`config.mk`:
```
export PLATFORM = sky130hd
export DESIGN_NAME = v3n_sqrt_cell
export DESIGN_NICKNAME = d
export VERILOG_FILES = /design/src/hw/rtl/v3n_pkg.sv /design/src/hw/rtl/v3n_sqrt_cell.sv
export SDC_FILE = /design/constraint.sdc
export NUM_CORES = 1
export LEC_CHECK = 0
export ABC_CLOCK_PERIOD_IN_PS = 2160
export BUFFER_PORTS_ARGS = -buffer_cell sky130_fd_sc_hd__buf_2
export CAP_MARGIN = 20
export CORE_MARGIN = 3
export CORE_UTILIZATION = 44
export CTS_CLUSTER_SIZE = 25
export DETAILED_ROUTE_END_ITERATION = 7
export GPL_TIMING_DRIVEN = 0
export PLACE_DENSITY = 0.76
export SYNTH_ARGS = -nofsm -noshare
export SYNTH_HDL_FRONTEND = slang
export SYNTH_SLANG_ARGS = --single-unit
```
`constraint.sdc`:
```
create_clock -name clk -period 2.16 [get_ports clk]
set_input_delay 0.108 -clock clk [delete_from_list [all_inputs] [get_ports clk]]
set_output_delay 0.108 -clock clk [all_outputs]
set_load 0.005 [all_outputs]
```
`src/hw/rtl/v3n_pkg.sv`:
```
// shared constants and types for the vector normalize core
`default_nettype none
package v3n_pkg;
  localparam int COMP_W     = 16;
  localparam int SUM_W      = 32;
  localparam int MAG_W      = 24;
  localparam int SQ_REM_W   = 26;
  localparam int DIV_REM_W  = 25;
  localparam int QUO_W      = 15;
  localparam int SQ_STAGES  = 24;
  localparam int DIV_STAGES = 15;
  localparam int DIV_PRESHIFT = 7;
  localparam logic [QUO_W-1:0] UNIT_ONE = 15'd16384;

  typedef struct packed {
    logic [COMP_W-1:0] ax;
    logic [COMP_W-1:0] ay;
    logic [COMP_W-1:0] az;
    logic [2:0]        neg;
  } side_t;
endpackage
`default_nettype wire

```
`src/hw/rtl/v3n_sqrt_cell.sv`:
```
// one square root cell: settles one root bit per item
`default_nettype none
module v3n_sqrt_cell (
  input  wire logic                          clk,
  input  wire logic                          en,
  input  wire logic [v3n_pkg::SQ_REM_W-1:0]  rem_i,
  input  wire logic [v3n_pkg::MAG_W-1:0]     root_i,
  input  wire logic [v3n_pkg::SUM_W-1:0]     rad_i,
  output logic      [v3n_pkg::SQ_REM_W-1:0]  rem_r,
  output logic      [v3n_pkg::MAG_W-1:0]     root_r,
  output logic      [v3n_pkg::SUM_W-1:0]     rad_r
);
  logic [v3n_pkg::SQ_REM_W+1:0] cur;
  logic [v3n_pkg::SQ_REM_W+1:0] trial;
  logic                         ge;
  logic [v3n_pkg::SQ_REM_W+1:0] diff;

  always_comb begin
    cur   = {rem_i, rad_i[v3n_pkg::SUM_W-1 -: 2]};
    trial = {2'b00, root_i, 2'b01};
    ge    = (cur >= trial);
    diff  = cur - trial;
  end

  always_ff @(posedge clk) begin
    if (en) begin
      rem_r  <= ge ? diff[v3n_pkg::SQ_REM_W-1:0] : cur[v3n_pkg::SQ_REM_W-1:0];
      root_r <= {root_i[v3n_pkg::MAG_W-2:0], ge};
      rad_r  <= {rad_i[v3n_pkg::SUM_W-3:0], 2'b00};
    end
  end
endmodule
`default_nettype wire

```
==> flow_results.xml <==
<?xml version="1.0" encoding="UTF-8"?>
<metrics>
  <group name="synthesis">
    <metric name="netlist_instances" unit="">329</metric>
    <metric name="synth_top_flop_cell" unit="">edfxtp_1</metric>
    <metric name="synthDistinctLibCells" unit="">50</metric>
    <metric name="yosysWarningCount" unit="">0</metric>
    <metric name="mappedNetlistArea" unit="sq um">4250</metric>
    <metric name="post_synthesis_sequential_area_ratio" unit="%">56.6</metric>
    <metric name="flop_and_latch_count_out_of_synthesis" unit="">80</metric>
    <metric name="postSynth.asyncResetShare" unit="%">0</metric>
    <metric name="count_of_flip_flops_with_a_built_in_enable_after_synthesis" unit="">80</metric>
    <metric name="post_synth.cell_area_avg" unit="sq um">12.9</metric>
  </group>
  <group name="global_routing">
    <metric name="grt_antenna_before_repair" unit="">1</metric>
    <metric name="grt_first_pass_wirelength" unit="microns">18200</metric>
    <metric name="grt_max_degree" unit="">55</metric>
    <metric name="first_global_vias" unit="">3678</metric>
    <metric name="total_congestion_overflow_after_global_routing" unit="">0</metric>
    <metric name="global_route.usage.total" unit="%">20.9</metric>
  </group>
  <group name="timing">
    <metric name="layout_min_cycle_time" unit="ns">2.12</metric>
    <metric name="timing.final.ws_setup" unit="ns">0.0408</metric>
    <metric name="setup_repair_after_global_routing_missed_its_margin" unit="">true</metric>
    <metric name="hold_viol_final" unit="">0</metric>
    <metric name="fin_crit_sh" unit="%">98.1</metric>
    <metric name="fin_worst_hold_slack" unit="ns">0.0637</metric>
    <metric name="timing.fmax" unit="MHz">472</metric>
    <metric name="drv_slew" unit="">0</metric>
    <metric name="setup_viol" unit="">0</metric>
  </group>
  <group name="cells_and_area">
    <metric name="layout_common_cells" unit="">buf_2, edfxtp_1, dlygate4sd3_1, inv_1</metric>
    <metric name="final.fill_count" unit="">673</metric>
    <metric name="layout.cells.most_common" unit="">buf_2</metric>
    <metric name="diodes" unit="">0</metric>
    <metric name="layout-drive-gt1-share" unit="%">45.9</metric>
    <metric name="finish.net_count" unit="">682</metric>
    <metric name="area_taken_by_multi_input_logic_gates" unit="sq um">1910</metric>
    <metric name="syn2layout_area_growth" unit="%">51.0</metric>
    <metric name="register_area" unit="sq um">2400</metric>
  </group>
  <group name="routing">
    <metric name="wirelength" unit="microns">11600</metric>
    <metric name="detail_route.wl_per_cell" unit="microns">16.4</metric>
    <metric name="route.antenna.remaining_nets" unit="">0</metric>
    <metric name="drcViolationCount" unit="">0</metric>
    <metric name="initialDrtViolationCount" unit="">141</metric>
    <metric name="route.detailed.vias_per_inst" unit="">5.04</metric>
    <metric name="vias" unit="">3555</metric>
    <metric name="detail_route.first_pass.iterations" unit="">4</metric>
  </group>
  <group name="placement">
    <metric name="placement.io_buffers" unit="">163</metric>
    <metric name="place.gp.congestion" unit="">0.800</metric>
    <metric name="pre_cts_ws" unit="ns">-0.550</metric>
    <metric name="dpl.hpwl" unit="microns">7550</metric>
  </group>
  <group name="pwr">
    <metric name="vdd_ir_drop_max" unit="uV">372</metric>
    <metric name="pwr_density_cell" unit="nW/um^2">675</metric>
    <metric name="static-leakage-power" unit="nW">2.85</metric>
    <metric name="power_report.internal_total" unit="mW">3.19</metric>
    <metric name="clockPowerShare" unit="%">28.5</metric>
    <metric name="seq_power_share" unit="%">45.1</metric>
    <metric name="power.share.combinational" unit="%">26.3</metric>
    <metric name="switching_power" unit="mW">1.14</metric>
    <metric name="switching_share" unit="%">26.3</metric>
  </group>
  <group name="clock_tree">
    <metric name="cts-root-buf" unit="">clkbuf_8</metric>
    <metric name="cts_max_path_buffers" unit="">2</metric>
    <metric name="total_clock_buffers_created_by_cts" unit="">9</metric>
    <metric name="clk_pin_slew" unit="ns">0.08</metric>
    <metric name="cts.sink_count" unit="">80</metric>
    <metric name="tritoncts" unit="">done</metric>
    <metric name="htreeDepth" unit="">3</metric>
  </group>
  <group name="worst_setup_path">
    <metric name="type_of_element_launching_the_critical_path" unit="">primary input</metric>
    <metric name="setup.worst_path.start" unit="">root_i[0]</metric>
    <metric name="crit_type" unit="">primary input to register</metric>
    <metric name="crit_path_max_fanout" unit="">5</metric>
    <metric name="crit_path_end_kind" unit="">register</metric>
    <metric name="timing.critical_path.to" unit="">rem_r[16]</metric>
    <metric name="worst_ep_required_time" unit="ns">2.26</metric>
    <metric name="cp_data_arrival_time" unit="ns">2.22</metric>
  </group>
  <group name="floorplan">
    <metric name="initial_cell_density_of_the_core" unit="%">45.5</metric>
    <metric name="floorplan.die.height" unit="microns">104</metric>
    <metric name="die_area" unit="sq um">10900</metric>
    <metric name="width_of_the_die" unit="microns">104</metric>
    <metric name="rows" unit="">35</metric>
    <metric name="core" unit="sq um">9330</metric>
    <metric name="floorplan.io_pins" unit="">166</metric>
  </group>
  <group name="status">
    <metric name="outcome" unit="">completed</metric>
  </group>
  <group name="hold_path">
    <metric name="worst_hold_path_type" unit="">primary input to register</metric>
  </group>
  <group name="run">
    <metric name="max_cap_viol_count" unit="">0</metric>
  </group>
</metrics>
==> state kept, by name, indices dropped and copies added, names as in the netlist <==
signal  count
rad_r      30
rem_r      26
root_r     24
==> cell usage after synthesis, types with 6 or more instances <==
library cell / count / area [sq um]
a211oi_1: 6 / 45.0
a21o_1: 6 / 45.0
a21oi_1: 21 / 105
edfxtp_1: 80 / 2400
ha_1: 26 / 325
inv_1: 30 / 113
mux2_2: 6 / 67.6
mux2_4: 16 / 240
nand2_1: 21 / 78.8
nor2_1: 16 / 60.1
nor3_1: 6 / 30.0
o21ai_0: 15 / 75.1
xnor2_1: 13 / 114
xor2_1: 10 / 87.6
==> per-layer routing <==
metal	GRT usage [%]	wire length [microns]	vias to the layer above
met1	23.6	4450	1697
met3	6.64	770	18
li1	-	-	1701
met5	0	7	-
met4	4.84	167	2
met2	38.5	6190	137
==> power by group through the flow <==
stage                     sequential, mW  clock, mW  combinational (mW)
final                               1.95       1.23                1.14
after global routing                1.97       1.32                1.24
after CTS                           1.95       1.27                1.08
after detailed placement            1.98          0               0.945
after global placement              1.98          0               0.915
after floorplan                     2.01          0               0.532
==> repair_timing <==
| action | CTS | global route |
|---|---|---|
| resized for setup | 26 | 28 |
| hold endpoints to repair | 53 | 0 |
| cloned | 1 | 0 |
| pin swaps | 10 | 14 |
| endpoints found under the setup margin | 22 | 24 |
| hold buffers | 53 | 0 |
| buffers inserted | 11 | 5 |
==> worst max-delay path, cell delays in order <==
cell and delay, ns:
buf_8 0.09, inv_8 0.03, ha_4 0.27, nand2b_4 0.05, a211o_1 0.33, a21oi_2 0.19, o211ai_2 0.13, a31oi_4 0.20
nor2_4 0.06, o21ai_4 0.20, buf_6 0.14, buf_12 0.12, mux2_4 0.30
==> kinds of logic after synthesis <==
logic type,share of synthesized area (%)
XOR/XNOR,4.74
AND/OR/NAND/NOR,7.75
buffers and inverters,4.19
other,0.0883
adder cells (fa/ha/maj),7.66
flip-flops,56.6
multiplexers,7.72
AO/OA/AOI/OAI,11.3
==> worst min-delay path by stage <==
stage	slack, ns	cells past startpoint	from	end
finish	0.06	2	rem_i[0]	rem_r[2]
global route	0.05	2	rem_i[0]	rem_r[2]
CTS	0.05	2	rem_i[0]	rem_r[2]
detailed placement	0.29	1	rad_i[9]	rad_r[11]
global placement	0.28	1	rad_i[18]	rad_r[20]
floorplan	0.21	0	rad_i[8]	rad_r[10]
==> final cells by class <==
class / count / area share [%]
sequential: 80 / 37.5
multi-input combinational: 214 / 29.8
timing repair buffer: 232 / 24.1
tap: 129 / 2.52
clock buffer: 10 / 1.99
inverter: 30 / 1.95
clock inverter: 6 / 1.44
buffer: 5 / 0.742
==> stage by stage <==
step	total power, mW	instance area, sq um	std cells	util (%)	setup TNS [ns]
after CTS	4.30	6300	702	67.6	-0.271
after global routing	4.52	6410	706	68.7	-0.450
after global placement	2.90	5340	622	57.2	-12.45
after floorplan	2.54	4360	330	-	-1.40
after detailed placement	2.93	5370	623	57.5	-12.22
final	4.32	6410	706	68.7	0
Power figures use the tool's default switching activity.
