===== config.mk =====
export PLATFORM = sky130hd
export DESIGN_NAME = v3n_div_cell
export DESIGN_NICKNAME = d
export VERILOG_FILES = /design/src/hw/rtl/v3n_pkg.sv /design/src/hw/rtl/v3n_div_cell.sv
export SDC_FILE = /design/constraint.sdc
export NUM_CORES = 1
export LEC_CHECK = 0
export BUFFER_PORTS_ARGS = -buffer_cell sky130_fd_sc_hd__buf_2
export CAP_MARGIN = 30
export CORE_ASPECT_RATIO = 1.2
export CORE_MARGIN = 2
export CORE_UTILIZATION = 53
export CTS_CLUSTER_DIAMETER = 30
export DETAILED_ROUTE_END_ITERATION = 8
export GPL_ROUTABILITY_DRIVEN = 0
export PLACE_DENSITY = 0.82
export REMOVE_ABC_BUFFERS = 1
export SETUP_SLACK_MARGIN = 0.2
export SLEW_MARGIN = 5
export SYNTH_ARGS = -nofsm -noshare
export SYNTH_HDL_FRONTEND = slang
export SYNTH_SLANG_ARGS = --single-unit

===== constraint.sdc =====
create_clock -name clk -period 5.9 [get_ports clk]
set_clock_uncertainty 0.2 [all_clocks]
set_input_delay 0 -clock clk [delete_from_list [all_inputs] [get_ports clk]]
set_output_delay 0 -clock clk [all_outputs]
set_load 0.01 [all_outputs]

===== src/hw/rtl/v3n_pkg.sv =====
// shared constants and types for the vector normalize core
`default_nettype none
package v3n_pkg;
  localparam int COMP_W     = 16;
  localparam int SUM_W      = 32;
  localparam int MAG_W      = 24;
  localparam int SQ_REM_W   = 26;
  localparam int DIV_REM_W  = 25;
  localparam int QUO_W      = 15;
  localparam int SQ_STAGES  = 24;
  localparam int DIV_STAGES = 15;
  localparam int DIV_PRESHIFT = 7;
  localparam logic [QUO_W-1:0] UNIT_ONE = 15'd16384;

  typedef struct packed {
    logic [COMP_W-1:0] ax;
    logic [COMP_W-1:0] ay;
    logic [COMP_W-1:0] az;
    logic [2:0]        neg;
  } side_t;
endpackage
`default_nettype wire


===== src/hw/rtl/v3n_div_cell.sv =====
// one restoring divide cell: settles one quotient bit per item
`default_nettype none
module v3n_div_cell (
  input  wire logic                          clk,
  input  wire logic                          en,
  input  wire logic [v3n_pkg::DIV_REM_W-1:0] rem_i,
  input  wire logic [v3n_pkg::QUO_W-1:0]     quo_i,
  input  wire logic [v3n_pkg::MAG_W-1:0]     div_i,
  output logic      [v3n_pkg::DIV_REM_W-1:0] rem_r,
  output logic      [v3n_pkg::QUO_W-1:0]     quo_r
);
  logic [v3n_pkg::DIV_REM_W:0] cur;
  logic [v3n_pkg::DIV_REM_W:0] dv;
  logic                        ge;
  logic [v3n_pkg::DIV_REM_W:0] diff;

  always_comb begin
    cur  = {rem_i, 1'b0};
    dv   = {2'b00, div_i};
    ge   = (cur >= dv);
    diff = cur - dv;
  end

  always_ff @(posedge clk) begin
    if (en) begin
      rem_r <= ge ? diff[v3n_pkg::DIV_REM_W-1:0] : cur[v3n_pkg::DIV_REM_W-1:0];
      quo_r <= {quo_i[v3n_pkg::QUO_W-2:0], ge};
    end
  end
endmodule
`default_nettype wire


==> results of run 1 <==
==> repair_timing <==
item / in CTS / in global routing
setup buffers: 0 / 0
endpoints found under the hold margin: 39 / 0
gates resized for setup: 0 / 0
hold buffers: 40 / 0
==> logic make-up after synthesis <==
| family | Yosys count | share of synthesized area |
|---|---|---|
| xor+xnor | 21 | 0.0653 |
| simple gates | 86 | 0.144 |
| buf+inv | 44 | 0.0666 |
| mux | 1 | 0.00341 |
| flops | 40 | 0.410 |
| compound gates | 93 | 0.202 |
| fa+ha+maj | 25 | 0.109 |
==> layout make-up <==
cell class	count	area [µm²]	area share
clock buffers	6	72.6	0.0181
clock inverters	2	35.0	0.00874
inverters	34	128	0.0318
multi-input cells	226	1550	0.386
flip-flops and latches	40	1200	0.300
well taps	62	77.6	0.0194
repair buffers	145	948	0.237
==> flip-flops by register name, summed over array words and instances (netlist names) <==
signal,cells
quo_r,15
rem_r,25
==> per-layer routing <==
layer  vias up  global-route usage  share of wire
met5         -                   0              0
met1      1294               0.283           0.40
met3        16              0.0321          0.046
li1       1394                   -              -
met2        91               0.421           0.53
met4         0              0.0772          0.023
==> path summary, 6_finish.rpt <==
path      from                 end  slack, ns  cells after the start
min   div_i[5]  rem_r[5]$_DFFE_PP_       0.15                      5
max   rem_i[3]  rem_r[1]$_DFFE_PP_       2.26                     11
==> power by group through the flow <==
stage | Combinational, W | Clock, W | Sequential, W
5_1_grt | 0.000330 | 0.000233 | 0.000373
3_3_place_gp | 0.000265 | 0 | 0.000375
6_report | 0.000299 | 0.000223 | 0.000369
2_1_floorplan | 0.000154 | 0 | 0.000398
4_1_cts | 0.000297 | 0.000229 | 0.000369
3_5_place_dp | 0.000274 | 0 | 0.000375
==> stage by stage <==
step	total power (W)	util	worst slack (ns)
6_report	0.000892	0.756	2.26
5_1_grt	0.000936	0.756	2.12
4_1_cts	0.000895	0.756	2.30
3_5_place_dp	0.000649	0.661	3.06
3_3_place_gp	0.000639	0.655	2.71
2_1_floorplan	0.000552	-	2.79
==> cell usage after synthesis, types with 2 or more instances <==
library cell | n | share of area
a21o_1 | 5 | 0.013
a21oi_1 | 23 | 0.039
a21oi_2 | 2 | 0.0060
a221o_1 | 2 | 0.0068
a31oi_1 | 4 | 0.0085
and2_1 | 3 | 0.0064
and3_1 | 3 | 0.0064
and4_1 | 5 | 0.015
buf_2 | 6 | 0.010
buf_6 | 3 | 0.012
edfxtp_1 | 40 | 0.41
ha_1 | 24 | 0.10
inv_1 | 34 | 0.044
nand2_1 | 42 | 0.054
nand2b_1 | 4 | 0.0085
nand3_1 | 7 | 0.012
nand4_1 | 4 | 0.0085
nor2_1 | 10 | 0.013
nor2b_1 | 3 | 0.0064
nor3_1 | 2 | 0.0034
o211ai_1 | 3 | 0.0077
o21a_1 | 4 | 0.010
o21ai_0 | 10 | 0.017
o21ai_1 | 26 | 0.044
o21bai_1 | 2 | 0.0051
xnor2_1 | 11 | 0.033
xor2_1 | 9 | 0.027
==> metrics.md, run 1 <==
| Metric | Value |
|---|---|
| Outcome | finished, final reports clean |
| Per-cell routed wire length | 14.3 µm |
| Row cnt | 29 |
| Fillers | 389 |
| Slowest cell on the critical path | a31oi_4 |
| Slowest cell delay on critical path | 0.57 ns |
| Fmax | 275 MHz |
| Post-route design area | 4010 µm² |
| Share of layout cells above drive strength 1 | 0.265 |
| Yosys warning total | 0 |
| Placed Area | 3500 µm² |
| CP top delay family | buffers and inverters |
| Share of power burned in registers | 0.414 |
| Num CTS Buffers | 5 |
| Final Hold Vio Count | 0 |
| MaxCap Viol Count | 0 |
| Synth async-reset ratio | 0 |
| CTS H-tree lvls | 2 |
| EDFF count, synth | 40 |
| Antenna violations before repair | 0 |
| Total iterations of the first detailed-routing run | 4 |
| First-pass GRT wire length | 11.4 mm |
| Starting Density | 0.554 |
| Least-Margin Pin Slew | 0.901 ns |
| CP Data Required Time | 5.74 ns |
| Seq/Total Area, Yosys | 0.410 |
| Placed Instances | 467 |
| Inserted Diodes | 0 |
| Post-synthesis register bit count | 40 |
| Vias post-DR | 2,795 |
| DR iter-0 viols | 138 |
| CP Max Fanout | 29 |
| DR vias/cell | 5.43 |
| Num ports | 106 |
| Cells after synthesis | 310 |
| Total core area | 5300 µm² |
| Slew headroom | 0.399 |
| Grt ovf | 0 |
| Nets@finish | 543 |
| Internal power | 0.000625 W |
| Pins over their slew limit | 0 |
| Remaining DRCs | 0 |
| Number of antenna-violating nets in the routed design | 0 |
| Total leakage power | 1.81 nW |
| WS Path Type | in -> reg |
| Crit-path cells | dlygate4sd3_1 -> buf_2 -> ha_1 -> a21oi_1 -> inv_1 -> o31ai_2 -> o211ai_1 -> a31oi_4 -> buf_16 -> o21ai_1 -> dlygate4sd3_1 |
| CP arrival | 3.48 ns |
| Total Die Area | 6150 µm² |
| Clk Tree Root Cell | clkbuf_8 |
| Vias in the first global route | 2,601 |
| CTS tree | yes |
| Crit end category | flip-flop |
| Clock-pin slew on the worst setup and hold paths | 0.08 ns |
| HPWL Detailed | 5.15 mm |
| PD cells | 223 nW/µm² |
| Tot GR Track Use | 0.234 |
| Cell variety after synth | 46 |
| Switching share of total power | 0.300 |
| Clock network power share | 0.250 |
| Worst Path Buf+Inv | 5 |
| CTS Buffer Depth | 2 |
| CTS Sinks | 40 |
| Pin count of the biggest net entering global routing | 41 |
| Worst hold path class | in -> reg |
| Die span in y | 85.5 µm |
| Worst vdd ir | 0.114 mV |
| Logic pwr share | 0.336 |
| Finished Layout Cells | 515 |
| Mapped Avg Cell Area | 9.46 µm² |
| Die width | 71.9 µm |
| Post-Syn Area | 2930 µm² |
| Most frequent cells in the layout | buf_2 (104), nand2_1 (42), dlygate4sd3_1 (40), edfxtp_1 (40), inv_1 (34) |
| Psw | 0.000267 W |
| Fin crit share | 0.616 |
| Most used DFF post-synth | edfxtp_1 |
| RSZ-0062 raised after global routing | no |
| Critical Path Source Type | input pin |
| Hold slack | 0.146 ns |
| Area delta synth->final | 36.6% |
| Port bufs | 104 |
| Most common cell after layout, fill and taps aside | buf_2 |
| Cell mode on critical path | dlygate4sd3_1 |
| Final setup TNS | 0 ns |
| Final setup vio count | 0 |
| Fin crit period | 3.64 ns |
| Drt total wl | 7.37 mm |
(Power assumes the default switching activity.)
==> inputs of run 2 (changes only) <==
CORE_UTILIZATION = 45   (was 53)
PLACE_DENSITY = 0.73   (was 0.82)
clock period = 3.2 ns   (was 5.9 ns; I/O delays follow)
==> metrics.md, run 2 (synthesis results as in run 1) <==
| Metric | Value |
|---|---|
| Outcome | finished, final reports clean |
| Total leakage power | 1.82 nW |
| Final setup TNS | 0 ns |
| CTS H-tree lvls | 2 |
| Per-cell routed wire length | 13.5 µm |
| Total iterations of the first detailed-routing run | 4 |
| Levels on crit path | 11 |
| Num CTS Buffers | 5 |
| Most frequent cells in the layout | buf_2 (104), nand2_1 (42), dlygate4sd3_1 (40), edfxtp_1 (40), inv_1 (34) |
| Worst vdd ir | 0.301 mV |
| Antenna violations before repair | 0 |
| RSZ-0062 raised after global routing | no |
| Slowest cell on the critical path | dlygate4sd3_1 |
| WS Path Type | in -> reg |
| Starting Density | 0.461 |
| Clk Tree Root Cell | clkbuf_8 |
| Register area | 1200 µm² |
| Fmax | 344 MHz |
| Drt total wl | 7.31 mm |
| DR vias/cell | 5.13 |
| Final Util | 0.639 |
| Worst Setup SP | rem_i[11] |
| CP Max Fanout | 13 |
| Inserted Diodes | 0 |
| Die width | 77.7 µm |
| Fillers | 513 |
| Tot GR Track Use | 0.201 |
| Clock-pin slew on the worst setup and hold paths | 0.08 ns |
| Share of layout cells above drive strength 1 | 0.271 |
| Slew headroom | 0.417 |
| Grt ovf | 0 |
| Die span in y | 92.4 µm |
| Num ports | 106 |
| First-pass GRT wire length | 11.7 mm |
| Total Die Area | 7180 µm² |
| Worst Path Buf+Inv | 3 |
| Crit end category | flip-flop |
| Final WS setup | 0.291 ns |
| Final setup vio count | 0 |
| Biggest regs | rem_r x25, quo_r x15 |
| Nets@finish | 547 |
| Worst hold path class | in -> reg |
| Pin count of the biggest net entering global routing | 41 |
| Area delta synth->final | 38.6% |
| Critical Path Source Type | input pin |
| CP top delay family | simple AND/OR/NAND/NOR gates |
| Pins over their slew limit | 0 |
| Reg with most FFs | rem_r |
| Fin crit period | 2.91 ns |
| Most common cell after layout, fill and taps aside | buf_2 |
| Fin crit share | 0.909 |
| CTS Buffer Depth | 2 |
| Post-placement worst setup slack | 0.494 ns |
| CP arrival | 2.75 ns |
| Total core area | 6370 µm² |
| Crit-path cells | dlygate4sd3_1 -> buf_2 -> ha_1 -> and4_1 -> nand3_1 -> nor4_1 -> a211o_1 -> a31oi_4 -> buf_4 -> nand2_1 -> o21ai_1 |
| DR iter-0 viols | 106 |
| CTS tree | yes |
| Least-Margin Pin Slew | 0.874 ns |
| Remaining DRCs | 0 |
| Slowest cell delay on critical path | 0.54 ns |
| HPWL Detailed | 5.20 mm |
| Vias post-DR | 2,782 |
| Number of antenna-violating nets in the routed design | 0 |
| Final Hold Vio Count | 0 |
| Max reg flops | 25 |
| Vias in the first global route | 2,680 |
| Multi-input gate area | 1560 µm² |
| Port bufs | 104 |
| Crit path to | rem_r[1]$_DFFE_PP_ |
| CP Data Required Time | 3.04 ns |
| Hold slack | 0.111 ns |
| PD cells | 405 nW/µm² |
| CTS Sinks | 40 |
| Row cnt | 32 |
| MaxCap Viol Count | 0 |
[run 2: layout make-up]
cell class                 count  share of cell area
timing repair buffer         148               0.237
sequential                    40               0.295
inverter                      34              0.0314
tap                           85              0.0262
multi-input combinational    227               0.384
clock buffer                   6              0.0179
clock inverter                 2             0.00862
[run 2: through the flow]
step / std cells / power, W / area [µm²]
global placement: 492 / 0.00119 / 3540
finish: 542 / 0.00165 / 4070
detailed placement: 492 / 0.00120 / 3540
global route: 542 / 0.00174 / 4070
floorplan: 300 / 0.00102 / 2870
CTS: 540 / 0.00165 / 4040
[run 2: worst min-delay path by stage]
stage               slack, ns  depth (start not counted)       from             endpoint
floorplan               -0.10                          0   quo_i[9]  quo_r[10]$_DFFE_PP_
global placement        -0.02                          1   quo_i[6]   quo_r[7]$_DFFE_PP_
detailed placement      -0.02                          1   quo_i[9]  quo_r[10]$_DFFE_PP_
CTS                      0.11                          5  rem_i[24]   quo_r[0]$_DFFE_PP_
global route             0.13                          5  rem_i[24]   quo_r[0]$_DFFE_PP_
finish                   0.11                          5  rem_i[24]   quo_r[0]$_DFFE_PP_
[run 2: what timing repair did]
action                                  4_1_cts  5_1_grt
endpoints found under the setup margin        0       18
hold buffers                                 40        0
hold endpoints to repair                     39        0
buffers inserted                              0        1
resized for setup                             0        1
[run 2: layer usage]
layer,vias to the layer above,track usage,part of all wire
met4,0,0.0938,0.030
li1,1410,-,-
met2,112,0.360,0.50
met3,18,0.0253,0.052
met1,1242,0.236,0.42
met5,-,0,0
[run 2: where the power goes]
group	total (W)	switching, W	internal (W)
combinational	0.000556	0.000299	0.000257
sequential	0.000681	0.0000151	0.000666
clock	0.000410	0.000178	0.000232
total	0.00165	0.000492	0.00115
